File: config.mk
export PLATFORM = sky130hd
export DESIGN_NAME = sysex_frame_checker_top_flat
export DESIGN_NICKNAME = d
export VERILOG_FILES = /design/src/rtl/core/sxfc_pkg.sv /design/src/rtl/core/sxfc_if.sv /design/src/rtl/core/sysex_frame_checker_top.sv /design/src/rtl/core/sxfc_csr.sv /design/src/rtl/core/sxfc_track.sv /design/src/flat_wrapper.sv
export SDC_FILE = /design/constraint.sdc
export NUM_CORES = 1
export LEC_CHECK = 0
export ABC_CLOCK_PERIOD_IN_PS = 3200
export BUFFER_PORTS_ARGS = -buffer_cell sky130_fd_sc_hd__buf_2
export CAP_MARGIN = 20
export CORE_MARGIN = 2
export CORE_UTILIZATION = 58
export DETAILED_ROUTE_END_ITERATION = 16
export PLACE_DENSITY_LB_ADDON = 0.15
export SLEW_MARGIN = 20
export SYNTH_ARGS = -nofsm -noshare
export SYNTH_HDL_FRONTEND = slang
export SYNTH_SLANG_ARGS = --single-unit
File: constraint.sdc
create_clock -name clock -period 3.2 [get_ports clock]
set_input_delay 0.32 -clock clock [delete_from_list [all_inputs] [get_ports clock]]
set_output_delay 0.32 -clock clock [all_outputs]
set_load 0.05 [all_outputs]
File: src/rtl/core/sxfc_pkg.sv
// SysEx frame checker package: shared types, codes and constants.
// No dependencies; every other file in rtl/core uses it by scoped names.
package sxfc_pkg;

   localparam int unsigned CSR_IDX_W  = 3;
   localparam int unsigned CSR_DATA_W = 48;

   localparam logic [7:0] SX_START = 8'hF0;
   localparam logic [7:0] SX_END   = 8'hF7;
   localparam logic [6:0] XOR_MASK = 7'h7F;
   localparam int unsigned MIN_LEN = 10;
   localparam int unsigned LEN_W   = 14;
   localparam logic [LEN_W-1:0] LEN_CAP = 14'h3FFF;

   // Frame byte positions that carry meaning
   localparam int unsigned POS_CMD   = 7;
   localparam int unsigned POS_BANK  = 8;
   localparam int unsigned POS_PATCH = 9;
   localparam int unsigned POS_HDR_LAST = 6;

   typedef enum logic [CSR_IDX_W-1:0] {
      CSR_HEADER     = 3'd0,
      CSR_DUMP_PATCH = 3'd1,
      CSR_LOAD_PATCH = 3'd2,
      CSR_DUMP_BANK  = 3'd3,
      CSR_LOAD_BANK  = 3'd4
   } csr_idx_type;

   typedef enum logic [2:0] {
      ST_OK        = 3'd0,
      ST_SHORT     = 3'd1,
      ST_BAD_HDR   = 3'd2,
      ST_BAD_END   = 3'd3,
      ST_BAD_CMD   = 3'd4,
      ST_BAD_CSUM  = 3'd5
   } status_type;

   typedef enum logic [1:0] {
      KIND_PATCH   = 2'd0,
      KIND_BANK    = 2'd1,
      KIND_NEITHER = 2'd2
   } kind_type;

   typedef struct packed {
      logic [47:0] header_bytes;
      logic [7:0]  cmd_dump_patch;
      logic [7:0]  cmd_load_patch;
      logic [7:0]  cmd_dump_bank;
      logic [7:0]  cmd_load_bank;
   } cfg_type;

   typedef struct packed {
      status_type       status;
      kind_type         kind;
      logic [7:0]       command_code;
      logic [7:0]       bank_number;
      logic [7:0]       patch_number;
      logic [LEN_W-1:0] frame_length;
   } verdict_type;

   // Expected header byte at position 1..6; byte 1 sits in the top bits
   function automatic logic [7:0] hdr_byte(input logic [47:0] hdr, input logic [2:0] pos);
      logic [7:0] sel;
      case (pos)
         3'd1:    sel = hdr[47:40];
         3'd2:    sel = hdr[39:32];
         3'd3:    sel = hdr[31:24];
         3'd4:    sel = hdr[23:16];
         3'd5:    sel = hdr[15:8];
         3'd6:    sel = hdr[7:0];
         default: sel = 8'h00;
      endcase
      return sel;
   endfunction

endpackage

File: src/rtl/core/sxfc_if.sv
// Valid/ready channel interfaces for the SysEx frame checker.
// Depends on sxfc_pkg for the width of the frame_length field.
interface sxfc_req_if;
   logic       valid;
   logic       ready;
   logic [7:0] data_byte;
   logic       last_byte;

   modport source (output valid, output data_byte, output last_byte, input ready);
   modport sink   (input valid, input data_byte, input last_byte, output ready);
endinterface

interface sxfc_rsp_if;
   logic                      valid;
   logic                      ready;
   logic [2:0]                status;
   logic [1:0]                kind;
   logic [7:0]                command_code;
   logic [7:0]                bank_number;
   logic [7:0]                patch_number;
   logic [sxfc_pkg::LEN_W-1:0] frame_length;

   modport source (output valid, output status, output kind, output command_code,
                   output bank_number, output patch_number, output frame_length,
                   input ready);
   modport sink   (input valid, input status, input kind, input command_code,
                   input bank_number, input patch_number, input frame_length,
                   output ready);
endinterface

File: src/rtl/core/sysex_frame_checker_top.sv
// Top level of the SysEx frame checker: config registers, frame tracker, result register.
// Depends on sxfc_pkg, sxfc_if, sxfc_csr and sxfc_track.
//
// Usage:
//   req_bus carries one SysEx byte per beat (data_byte) with last_byte set on the
//   closing byte. rsp_bus carries one verdict per frame: status, kind, command,
//   bank, patch and saturated frame length. Non-closing bytes produce no beat.
//   csr_we/csr_index/csr_wdata write the header bytes and the four command codes;
//   write them only while no frame is in flight.
// Throughput and timing:
//   One byte per cycle while the result slot is free. The verdict appears on rsp_bus
//   in the cycle after the closing byte is accepted. All checks for a byte are a few
//   compares and an XOR between the tracker state and the result register.
// Reset:
//   Synchronous, active high. Clears the frame state, drops any held verdict and
//   restores the register defaults (header 0, codes 0, 1, 2, 3). req_bus.ready
//   is low while reset is high.
// Stall:
//   The result register holds its verdict while rsp_bus.ready is low, and
//   req_bus.ready drops only then; when the verdict is taken a new byte is
//   accepted in the same cycle.
module sysex_frame_checker_top #(
   parameter int unsigned MAX_FRAME = 16383
) (
   input  logic                             clock,
   input  logic                             reset,
   sxfc_req_if.sink                         req_bus,
   sxfc_rsp_if.source                       rsp_bus,
   input  logic                             csr_we,
   input  logic [sxfc_pkg::CSR_IDX_W-1:0]   csr_index,
   input  logic [sxfc_pkg::CSR_DATA_W-1:0]  csr_wdata
);

   sxfc_pkg::cfg_type     cfg;
   sxfc_pkg::verdict_type verdict;
   sxfc_pkg::verdict_type rsp_ff;
   logic                  rsp_valid_ff, rsp_valid_in;
   logic                  beat;
   logic                  slot_free;

   // The result slot is free when empty or being drained this cycle
   assign slot_free     = !rsp_valid_ff || rsp_bus.ready;
   assign req_bus.ready = !reset && slot_free;
   assign beat          = req_bus.valid && req_bus.ready;

   sxfc_csr u_csr (
      .clock     (clock),
      .reset     (reset),
      .csr_we    (csr_we),
      .csr_index (csr_index),
      .csr_wdata (csr_wdata),
      .cfg       (cfg)
   );

   sxfc_track #(
      .MAX_FRAME (MAX_FRAME)
   ) u_track (
      .clock     (clock),
      .reset     (reset),
      .beat      (beat),
      .data_byte (req_bus.data_byte),
      .last_byte (req_bus.last_byte),
      .cfg       (cfg),
      .verdict   (verdict)
   );

   // Load a verdict on a closing byte, drop it once taken, otherwise hold
   always_comb begin
      if (beat && req_bus.last_byte) begin
         rsp_valid_in = 1'b1;
      end else if (rsp_bus.ready) begin
         rsp_valid_in = 1'b0;
      end else begin
         rsp_valid_in = rsp_valid_ff;
      end
   end

   always_ff @(posedge clock) begin
      if (reset) begin
         rsp_valid_ff <= 1'b0;
      end else begin
         rsp_valid_ff <= rsp_valid_in;
      end
   end

   always_ff @(posedge clock) begin
      if (beat && req_bus.last_byte) begin
         rsp_ff <= verdict;
      end
   end

   assign rsp_bus.valid        = rsp_valid_ff;
   assign rsp_bus.status       = rsp_ff.status;
   assign rsp_bus.kind         = rsp_ff.kind;
   assign rsp_bus.command_code = rsp_ff.command_code;
   assign rsp_bus.bank_number  = rsp_ff.bank_number;
   assign rsp_bus.patch_number = rsp_ff.patch_number;
   assign rsp_bus.frame_length = rsp_ff.frame_length;

endmodule

File: src/rtl/core/sxfc_csr.sv
// Configuration registers of the SysEx frame checker.
// Depends on sxfc_pkg (register indexes, cfg_type).
module sxfc_csr (
   input  logic                             clock,
   input  logic                             reset,
   input  logic                             csr_we,
   input  logic [sxfc_pkg::CSR_IDX_W-1:0]   csr_index,
   input  logic [sxfc_pkg::CSR_DATA_W-1:0]  csr_wdata,
   output sxfc_pkg::cfg_type                cfg
);

   sxfc_pkg::cfg_type cfg_ff, cfg_in;

   always_comb begin
      cfg_in = cfg_ff;
      if (csr_we) begin
         case (csr_index)
            sxfc_pkg::CSR_HEADER:     cfg_in.header_bytes   = csr_wdata;
            sxfc_pkg::CSR_DUMP_PATCH: cfg_in.cmd_dump_patch = csr_wdata[7:0];
            sxfc_pkg::CSR_LOAD_PATCH: cfg_in.cmd_load_patch = csr_wdata[7:0];
            sxfc_pkg::CSR_DUMP_BANK:  cfg_in.cmd_dump_bank  = csr_wdata[7:0];
            sxfc_pkg::CSR_LOAD_BANK:  cfg_in.cmd_load_bank  = csr_wdata[7:0];
            default:                  cfg_in = cfg_ff; // drop unknown index
         endcase
      end
   end

   always_ff @(posedge clock) begin
      if (reset) begin
         cfg_ff.header_bytes   <= 48'h0;
         cfg_ff.cmd_dump_patch <= 8'd0;
         cfg_ff.cmd_load_patch <= 8'd1;
         cfg_ff.cmd_dump_bank  <= 8'd2;
         cfg_ff.cmd_load_bank  <= 8'd3;
      end else begin
         cfg_ff <= cfg_in;
      end
   end

   assign cfg = cfg_ff;

endmodule

File: src/rtl/core/sxfc_track.sv
// Per-frame tracking state and verdict logic of the SysEx frame checker.
// Depends on sxfc_pkg (cfg_type, verdict_type, codes).
module sxfc_track #(
   parameter int unsigned MAX_FRAME = 16383
) (
   input  logic                  clock,
   input  logic                  reset,
   input  logic                  beat,
   input  logic [7:0]            data_byte,
   input  logic                  last_byte,
   input  sxfc_pkg::cfg_type     cfg,
   output sxfc_pkg::verdict_type verdict
);

   localparam int unsigned CW = $clog2(MAX_FRAME + 1);
   localparam int unsigned LW = (CW > sxfc_pkg::LEN_W) ? CW : sxfc_pkg::LEN_W;
   localparam logic [CW-1:0] CNT_MAX = CW'(MAX_FRAME);

   logic [CW-1:0] count_ff, count_in;
   logic [7:0]    xor_ff, xor_in;
   logic [7:0]    prev_ff, prev_in;
   logic          hdr_ok_ff, hdr_ok_in;
   logic [7:0]    cmd_ff, cmd_in;
   logic [7:0]    bank_ff, bank_in;
   logic [7:0]    patch_ff, patch_in;

   logic          hdr_match;
   logic          hdr_ok_now;
   logic [7:0]    cmd_now, bank_now, patch_now;
   logic [CW-1:0] len;
   logic [LW-1:0] len_ext;
   sxfc_pkg::kind_type kind_raw;

   always_comb begin
      if (count_ff == '0) begin
         hdr_match = (data_byte == sxfc_pkg::SX_START);
      end else if (count_ff <= CW'(sxfc_pkg::POS_HDR_LAST)) begin
         hdr_match = (data_byte == sxfc_pkg::hdr_byte(cfg.header_bytes, count_ff[2:0]));
      end else begin
         hdr_match = 1'b1;
      end
      hdr_ok_now = hdr_ok_ff & hdr_match;
      cmd_now    = (count_ff == CW'(sxfc_pkg::POS_CMD))   ? data_byte : cmd_ff;
      bank_now   = (count_ff == CW'(sxfc_pkg::POS_BANK))  ? data_byte : bank_ff;
      patch_now  = (count_ff == CW'(sxfc_pkg::POS_PATCH)) ? data_byte : patch_ff;
      len        = (count_ff < CNT_MAX) ? count_ff + 1'b1 : CNT_MAX;
      len_ext    = LW'(len);
   end

   // Next state: clear on the closing byte, otherwise advance
   always_comb begin
      if (last_byte) begin
         count_in  = '0;
         xor_in    = 8'h00;
         prev_in   = 8'h00;
         hdr_ok_in = 1'b1;
         cmd_in    = 8'h00;
         bank_in   = 8'h00;
         patch_in  = 8'h00;
      end else begin
         count_in  = len;
         xor_in    = (count_ff >= CW'(sxfc_pkg::POS_PATCH)) ? (xor_ff ^ prev_ff) : xor_ff;
         prev_in   = data_byte;
         hdr_ok_in = hdr_ok_now;
         cmd_in    = cmd_now;
         bank_in   = bank_now;
         patch_in  = patch_now;
      end
   end

   always_ff @(posedge clock) begin
      if (reset) begin
         count_ff  <= '0;
         xor_ff    <= 8'h00;
         prev_ff   <= 8'h00;
         hdr_ok_ff <= 1'b1;
         cmd_ff    <= 8'h00;
         bank_ff   <= 8'h00;
         patch_ff  <= 8'h00;
      end else if (beat) begin
         count_ff  <= count_in;
         xor_ff    <= xor_in;
         prev_ff   <= prev_in;
         hdr_ok_ff <= hdr_ok_in;
         cmd_ff    <= cmd_in;
         bank_ff   <= bank_in;
         patch_ff  <= patch_in;
      end
   end

   // Verdict for a closing byte; checks in priority order
   always_comb begin
      if (cmd_now == cfg.cmd_dump_patch || cmd_now == cfg.cmd_load_patch) begin
         kind_raw = sxfc_pkg::KIND_PATCH;
      end else if (cmd_now == cfg.cmd_dump_bank || cmd_now == cfg.cmd_load_bank) begin
         kind_raw = sxfc_pkg::KIND_BANK;
      end else begin
         kind_raw = sxfc_pkg::KIND_NEITHER;
      end

      verdict.kind         = kind_raw;
      verdict.command_code = cmd_now;
      verdict.bank_number  = bank_now;
      verdict.patch_number = (kind_raw == sxfc_pkg::KIND_PATCH) ? patch_now : 8'h00;
      verdict.frame_length = (len_ext > LW'(sxfc_pkg::LEN_CAP)) ?
                             sxfc_pkg::LEN_CAP : len_ext[sxfc_pkg::LEN_W-1:0];

      if (len < CW'(sxfc_pkg::MIN_LEN)) begin
         verdict.status       = sxfc_pkg::ST_SHORT;
         verdict.kind         = sxfc_pkg::KIND_NEITHER;
         verdict.command_code = 8'h00;
         verdict.bank_number  = 8'h00;
         verdict.patch_number = 8'h00;
      end else if (!hdr_ok_now) begin
         verdict.status = sxfc_pkg::ST_BAD_HDR;
      end else if (data_byte != sxfc_pkg::SX_END) begin
         verdict.status = sxfc_pkg::ST_BAD_END;
      end else if (kind_raw == sxfc_pkg::KIND_NEITHER) begin
         verdict.status = sxfc_pkg::ST_BAD_CMD;
      end else if ({1'b0, xor_ff[6:0] & sxfc_pkg::XOR_MASK} != prev_ff) begin
         verdict.status = sxfc_pkg::ST_BAD_CSUM;
      end else begin
         verdict.status = sxfc_pkg::ST_OK;
      end
   end

endmodule

File: src/flat_wrapper.sv
// flat-port wrapper written by rule: the top's interface ports become plain ports
module sysex_frame_checker_top_flat 
#(
   parameter int unsigned MAX_FRAME = 16383
)
  (clock, reset, csr_we, csr_index, csr_wdata, req_bus_valid, req_bus_data_byte, req_bus_last_byte, req_bus_ready, rsp_bus_valid, rsp_bus_status, rsp_bus_kind, rsp_bus_command_code, rsp_bus_bank_number, rsp_bus_patch_number, rsp_bus_frame_length, rsp_bus_ready);
  sxfc_req_if req_bus_i ();
  sxfc_rsp_if rsp_bus_i ();
  input  logic clock;
  input  logic reset;
  input  logic csr_we;
  input  logic [sxfc_pkg::CSR_IDX_W-1:0] csr_index;
  input  logic [sxfc_pkg::CSR_DATA_W-1:0] csr_wdata;
  input wire logic [$bits(req_bus_i.valid)-1:0] req_bus_valid;
  input wire logic [$bits(req_bus_i.data_byte)-1:0] req_bus_data_byte;
  input wire logic [$bits(req_bus_i.last_byte)-1:0] req_bus_last_byte;
  output wire logic [$bits(req_bus_i.ready)-1:0] req_bus_ready;
  output wire logic [$bits(rsp_bus_i.valid)-1:0] rsp_bus_valid;
  output wire logic [$bits(rsp_bus_i.status)-1:0] rsp_bus_status;
  output wire logic [$bits(rsp_bus_i.kind)-1:0] rsp_bus_kind;
  output wire logic [$bits(rsp_bus_i.command_code)-1:0] rsp_bus_command_code;
  output wire logic [$bits(rsp_bus_i.bank_number)-1:0] rsp_bus_bank_number;
  output wire logic [$bits(rsp_bus_i.patch_number)-1:0] rsp_bus_patch_number;
  output wire logic [$bits(rsp_bus_i.frame_length)-1:0] rsp_bus_frame_length;
  input wire logic [$bits(rsp_bus_i.ready)-1:0] rsp_bus_ready;
  assign req_bus_i.valid = req_bus_valid;
  assign req_bus_i.data_byte = req_bus_data_byte;
  assign req_bus_i.last_byte = req_bus_last_byte;
  assign req_bus_ready = req_bus_i.ready;
  assign rsp_bus_valid = rsp_bus_i.valid;
  assign rsp_bus_status = rsp_bus_i.status;
  assign rsp_bus_kind = rsp_bus_i.kind;
  assign rsp_bus_command_code = rsp_bus_i.command_code;
  assign rsp_bus_bank_number = rsp_bus_i.bank_number;
  assign rsp_bus_patch_number = rsp_bus_i.patch_number;
  assign rsp_bus_frame_length = rsp_bus_i.frame_length;
  assign rsp_bus_i.ready = rsp_bus_ready;
  sysex_frame_checker_top #(.MAX_FRAME(MAX_FRAME)) u_core (.clock(clock), .reset(reset), .req_bus(req_bus_i), .rsp_bus(rsp_bus_i), .csr_we(csr_we), .csr_index(csr_index), .csr_wdata(csr_wdata));
endmodule
==> flow_metrics.env <==
export IMPL_synth_edf_count=43
export IMPL_power_density_mw_per_mm2=489
export IMPL_io_buffers=109
export IMPL_hold_path_class="input port to flip-flop"
export IMPL_routabilityCongestion=0.891
export IMPL_whs_ps=121
export IMPL_syn_nets=1051
export IMPL_p_leak_uw=0.00354
export IMPL_reg2regPathDepth=9
export IMPL_syn_to_final_growth_pct=15.9
export IMPL_synth_cells=980
export IMPL_drt_initial_drc_count=733
export IMPL_coreArea_sq_mm=0.0144
export IMPL_wl_per_cell_um=17.3
export IMPL_grt_antenna_before_repair=0
export IMPL_drtAntennaViolNets=0
export IMPL_syn_area_per_cell_sq_um=8.59
export IMPL_clock_fmax_ghz=0.325
export IMPL_maxSlewViolCount=0
export IMPL_dp_hpwl_um=15100
export IMPL_multi_input_area_sq_mm=0.00405
export IMPL_via_per_inst=5.82
export IMPL_async_reset_ff_share_pct=0
export IMPL_cts_sinks=178
export IMPL_drive_gt1_share_pct=17.9
export IMPL_crit_required_ps=3350
export IMPL_period_minus_slack_ps=3080
export IMPL_ys_flop_type="dfxtp_1"
export IMPL_reg2reg_setup_slack_ps=120
export IMPL_num_vias=7382
export IMPL_ios=110
export IMPL_cts_root_buf="clkbuf_16"
export IMPL_yosys_warnings=0
export IMPL_regArea_sq_mm=0.00400
export IMPL_drv_cap=0
export IMPL_period_share_pct=96.3
export IMPL_cp_slowest_cell="or4b_1"
export IMPL_grt_pass1_wl_um=35200
export IMPL_die_height_um=124
export IMPL_clk_latency_ps=430
export IMPL_synth_seq_cells=178
export IMPL_yosysSeqAreaShare_pct=47.4
export IMPL_first_pass_iters=6
export IMPL_diodes=0
export IMPL_timing_hold_violations_final=0
export IMPL_rr_endpoint="u_core.rsp_bus.status[2]"
export IMPL_fp_row_count=44
export IMPL_cts_tree="yes"
export IMPL_drt_wl_total_um=21900
export IMPL_nNetsFinal=1142
export IMPL_n_fill_cell=1221
export IMPL_worst_setup_path_startpoint="u_core.u_track.count_ff[1]"
export IMPL_cts_buffers=17
export IMPL_die_area_sq_mm=0.0155
export IMPL_overflow=0
export IMPL_fin_cells=1268
export IMPL_synth_area_sq_mm=0.00842
export IMPL_clockBufferDepth=2
export IMPL_peakVddDrop_uv=408
export IMPL_start_util_pct=58.6
export IMPL_worstPathCellList="ha_1, and4_4, and3_1, nand4_1, mux2_2, or4b_1, nor4_4, buf_4, a211oi_1"
export IMPL_crit_arrival_ps=3230
export IMPL_placed_cells=1236
export IMPL_tightest_slew_ps=1070
export IMPL_finalSetupViolCount=0
export IMPL_start_kind="flip-flop"
export IMPL_path_max_fanout=21
export IMPL_fin_worst_skew_ps=9.39
export IMPL_r2r_start="u_core.u_track.count_ff[1]"
export IMPL_synth_cell_types=65
export IMPL_grt_pass1_vias=6933
export IMPL_status="finished clean"
export IMPL_crit_end="u_core.rsp_bus.status[2]"
export IMPL_cp_slowest_stage_delay_ps=600
export IMPL_drc=0
export IMPL_fp_dieW_um=124
export IMPL_max_slew_margin_pct=28.5
export IMPL_cts_hold_buf=0
export IMPL_cts_max_level=4
export IMPL_grt_max_degree=105
export IMPL_clk_pin_slew_ps=70
export IMPL_crit_type="flip-flop to flip-flop"
export IMPL_end_kind="flip-flop"
export IMPL_grt_usage_pct=28.1
[repair_timing]
item                                    4_1_cts  5_1_grt
endpoints found under the setup margin        0       17
buffers inserted                              0        0
gates resized for setup                       0        5
[cell usage after synthesis (7+ instances only)]
cell      number  area [sq um]
mux2i_1       24           240
nand3b_1      13          97.6
clkbuf_1      52           195
xnor2_1       27           236
o21ai_0       20           100
edfxtp_1      43          1290
a222oi_1       7          70.1
and3_1        11          68.8
nand3_1       11          55.1
nor2_1        84           315
nor3_1        11          55.1
dfxtp_1      135          2700
nor2b_1       10          62.6
nand2b_1      10          62.6
a21oi_1      104           521
mux2_2         9           101
o22ai_1        9          56.3
nand2_1      214           803
a22oi_1       41           308
xor2_1        17           149
inv_1         26          97.6
[through the flow]
stage                     area [sq um]  util, %  worst slack (ps)  TNS (ps)  power (uW)
after global routing              9760     67.9             -7.47     -8.27        4910
after global placement            9150     63.7               204         0        2740
after detailed placement          9150     63.7               139         0        2750
after CTS                         9740     67.8               119         0        4780
after floorplan                   8420        -              69.0         0        2620
final                             9760     67.9               118         0        4770
[metal layers]
metal | wire, um | up-vias | GRT usage, %
li1 | - | 3605 | -
met4 | 548 | 0 | 10.3
met2 | 10100 | 262 | 43.6
met1 | 9720 | 3463 | 39.2
met3 | 1520 | 52 | 5.67
met5 | 0 | - | 0
[report_power, final]
part	switching (uW)	leakage, uW	internal (uW)
clock	871	0.000283	1200
sequential	28.0	0.00150	2330
combinational	235	0.00176	105
[state kept, by name, indices dropped and copies added (netlist names), 3 cells and up]
| signal | cells |
|---|---|
| u_core.rsp_bus.patch_number | 8 |
| u_core.u_track.bank_ff | 8 |
| u_core.rsp_bus.status | 3 |
| u_core.u_track.xor_ff | 7 |
| u_core.u_track.patch_ff | 8 |
| u_core.u_track.prev_ff | 8 |
| u_core.rsp_bus.frame_length | 14 |
| u_core.rsp_bus.bank_number | 8 |
| u_core.u_track.count_ff | 14 |
| u_core.u_csr.cfg | 80 |
| u_core.u_track.cmd_ff | 8 |
| u_core.rsp_bus.command_code | 8 |
[worst min path at each step]
stage	start	cells past startpoint	slack, ps	end
floorplan	u_core.u_csr.cfg[35]	2	430	u_core.u_csr.cfg[35]
global placement	u_core.u_csr.cfg[49]	2	440	u_core.u_csr.cfg[49]
detailed placement	u_core.u_csr.cfg[46]	2	450	u_core.u_csr.cfg[46]
CTS	csr_wdata[35]	3	120	u_core.u_csr.cfg[67]
global route	csr_wdata[38]	3	130	u_core.u_csr.cfg[70]
finish	csr_wdata[21]	3	120	u_core.u_csr.cfg[53]
[cells in the final DEF, fill, tap and decap left out, types with 5 or more instances in the layout]
cell type / count
nand2_1: 214
dfxtp_1: 134
buf_2: 108
a21oi_1: 104
nor2_1: 84
edfxtp_1: 43
a22oi_1: 40
buf_4: 31
xnor2_1: 27
inv_1: 26
mux2i_1: 24
o21ai_0: 20
clkbuf_16: 18
xor2_1: 17
nand3b_1: 13
and3_1: 11
nor3_1: 11
nand3_1: 11
nor2b_1: 10
nand2b_1: 9
mux2_2: 9
o22ai_1: 9
a222oi_1: 7
and2_1: 6
nor4_1: 6
a22o_1: 5
o2111ai_1: 5
a31oi_1: 5
nand4_1: 5
ha_1: 5
[worst max-delay path: cells and delay by family, from the launching register on]
kind | cells | cell delay (ps)
adder cells (fa/ha/maj) | 1 | 260
AO/OA/AOI/OAI | 1 | 70
AND/OR/NAND/NOR | 5 | 1410
flip-flops | 1 | 430
buffers and inverters | 1 | 300
multiplexers | 1 | 300
[logic make-up (layout without fill, tap and decap cells)]
logic type               after synthesis  after routing  share of synthesized area [%]
adder cells (fa/ha/maj)                6              6                          0.892
buffers and inverters                 95            199                           4.71
AO/OA/AOI/OAI                        226            226                           17.0
XOR/XNOR                              44             44                           4.58
AND/OR/NAND/NOR                      397            397                           21.1
multiplexers                          34             34                           4.22
flip-flops                           178            178                           47.4
[layout make-up]
type / instances / share of cell area, %
Clock buffer: 20 / 4.69
Sequential cell: 178 / 40.9
Clock inverter: 12 / 1.33
Timing Repair Buffer: 140 / 8.13
Tap cell: 184 / 2.36
Multi-Input combinational cell: 707 / 41.5
Inverter: 27 / 1.04
No activity file was read; power rests on OpenSTA's default activity.
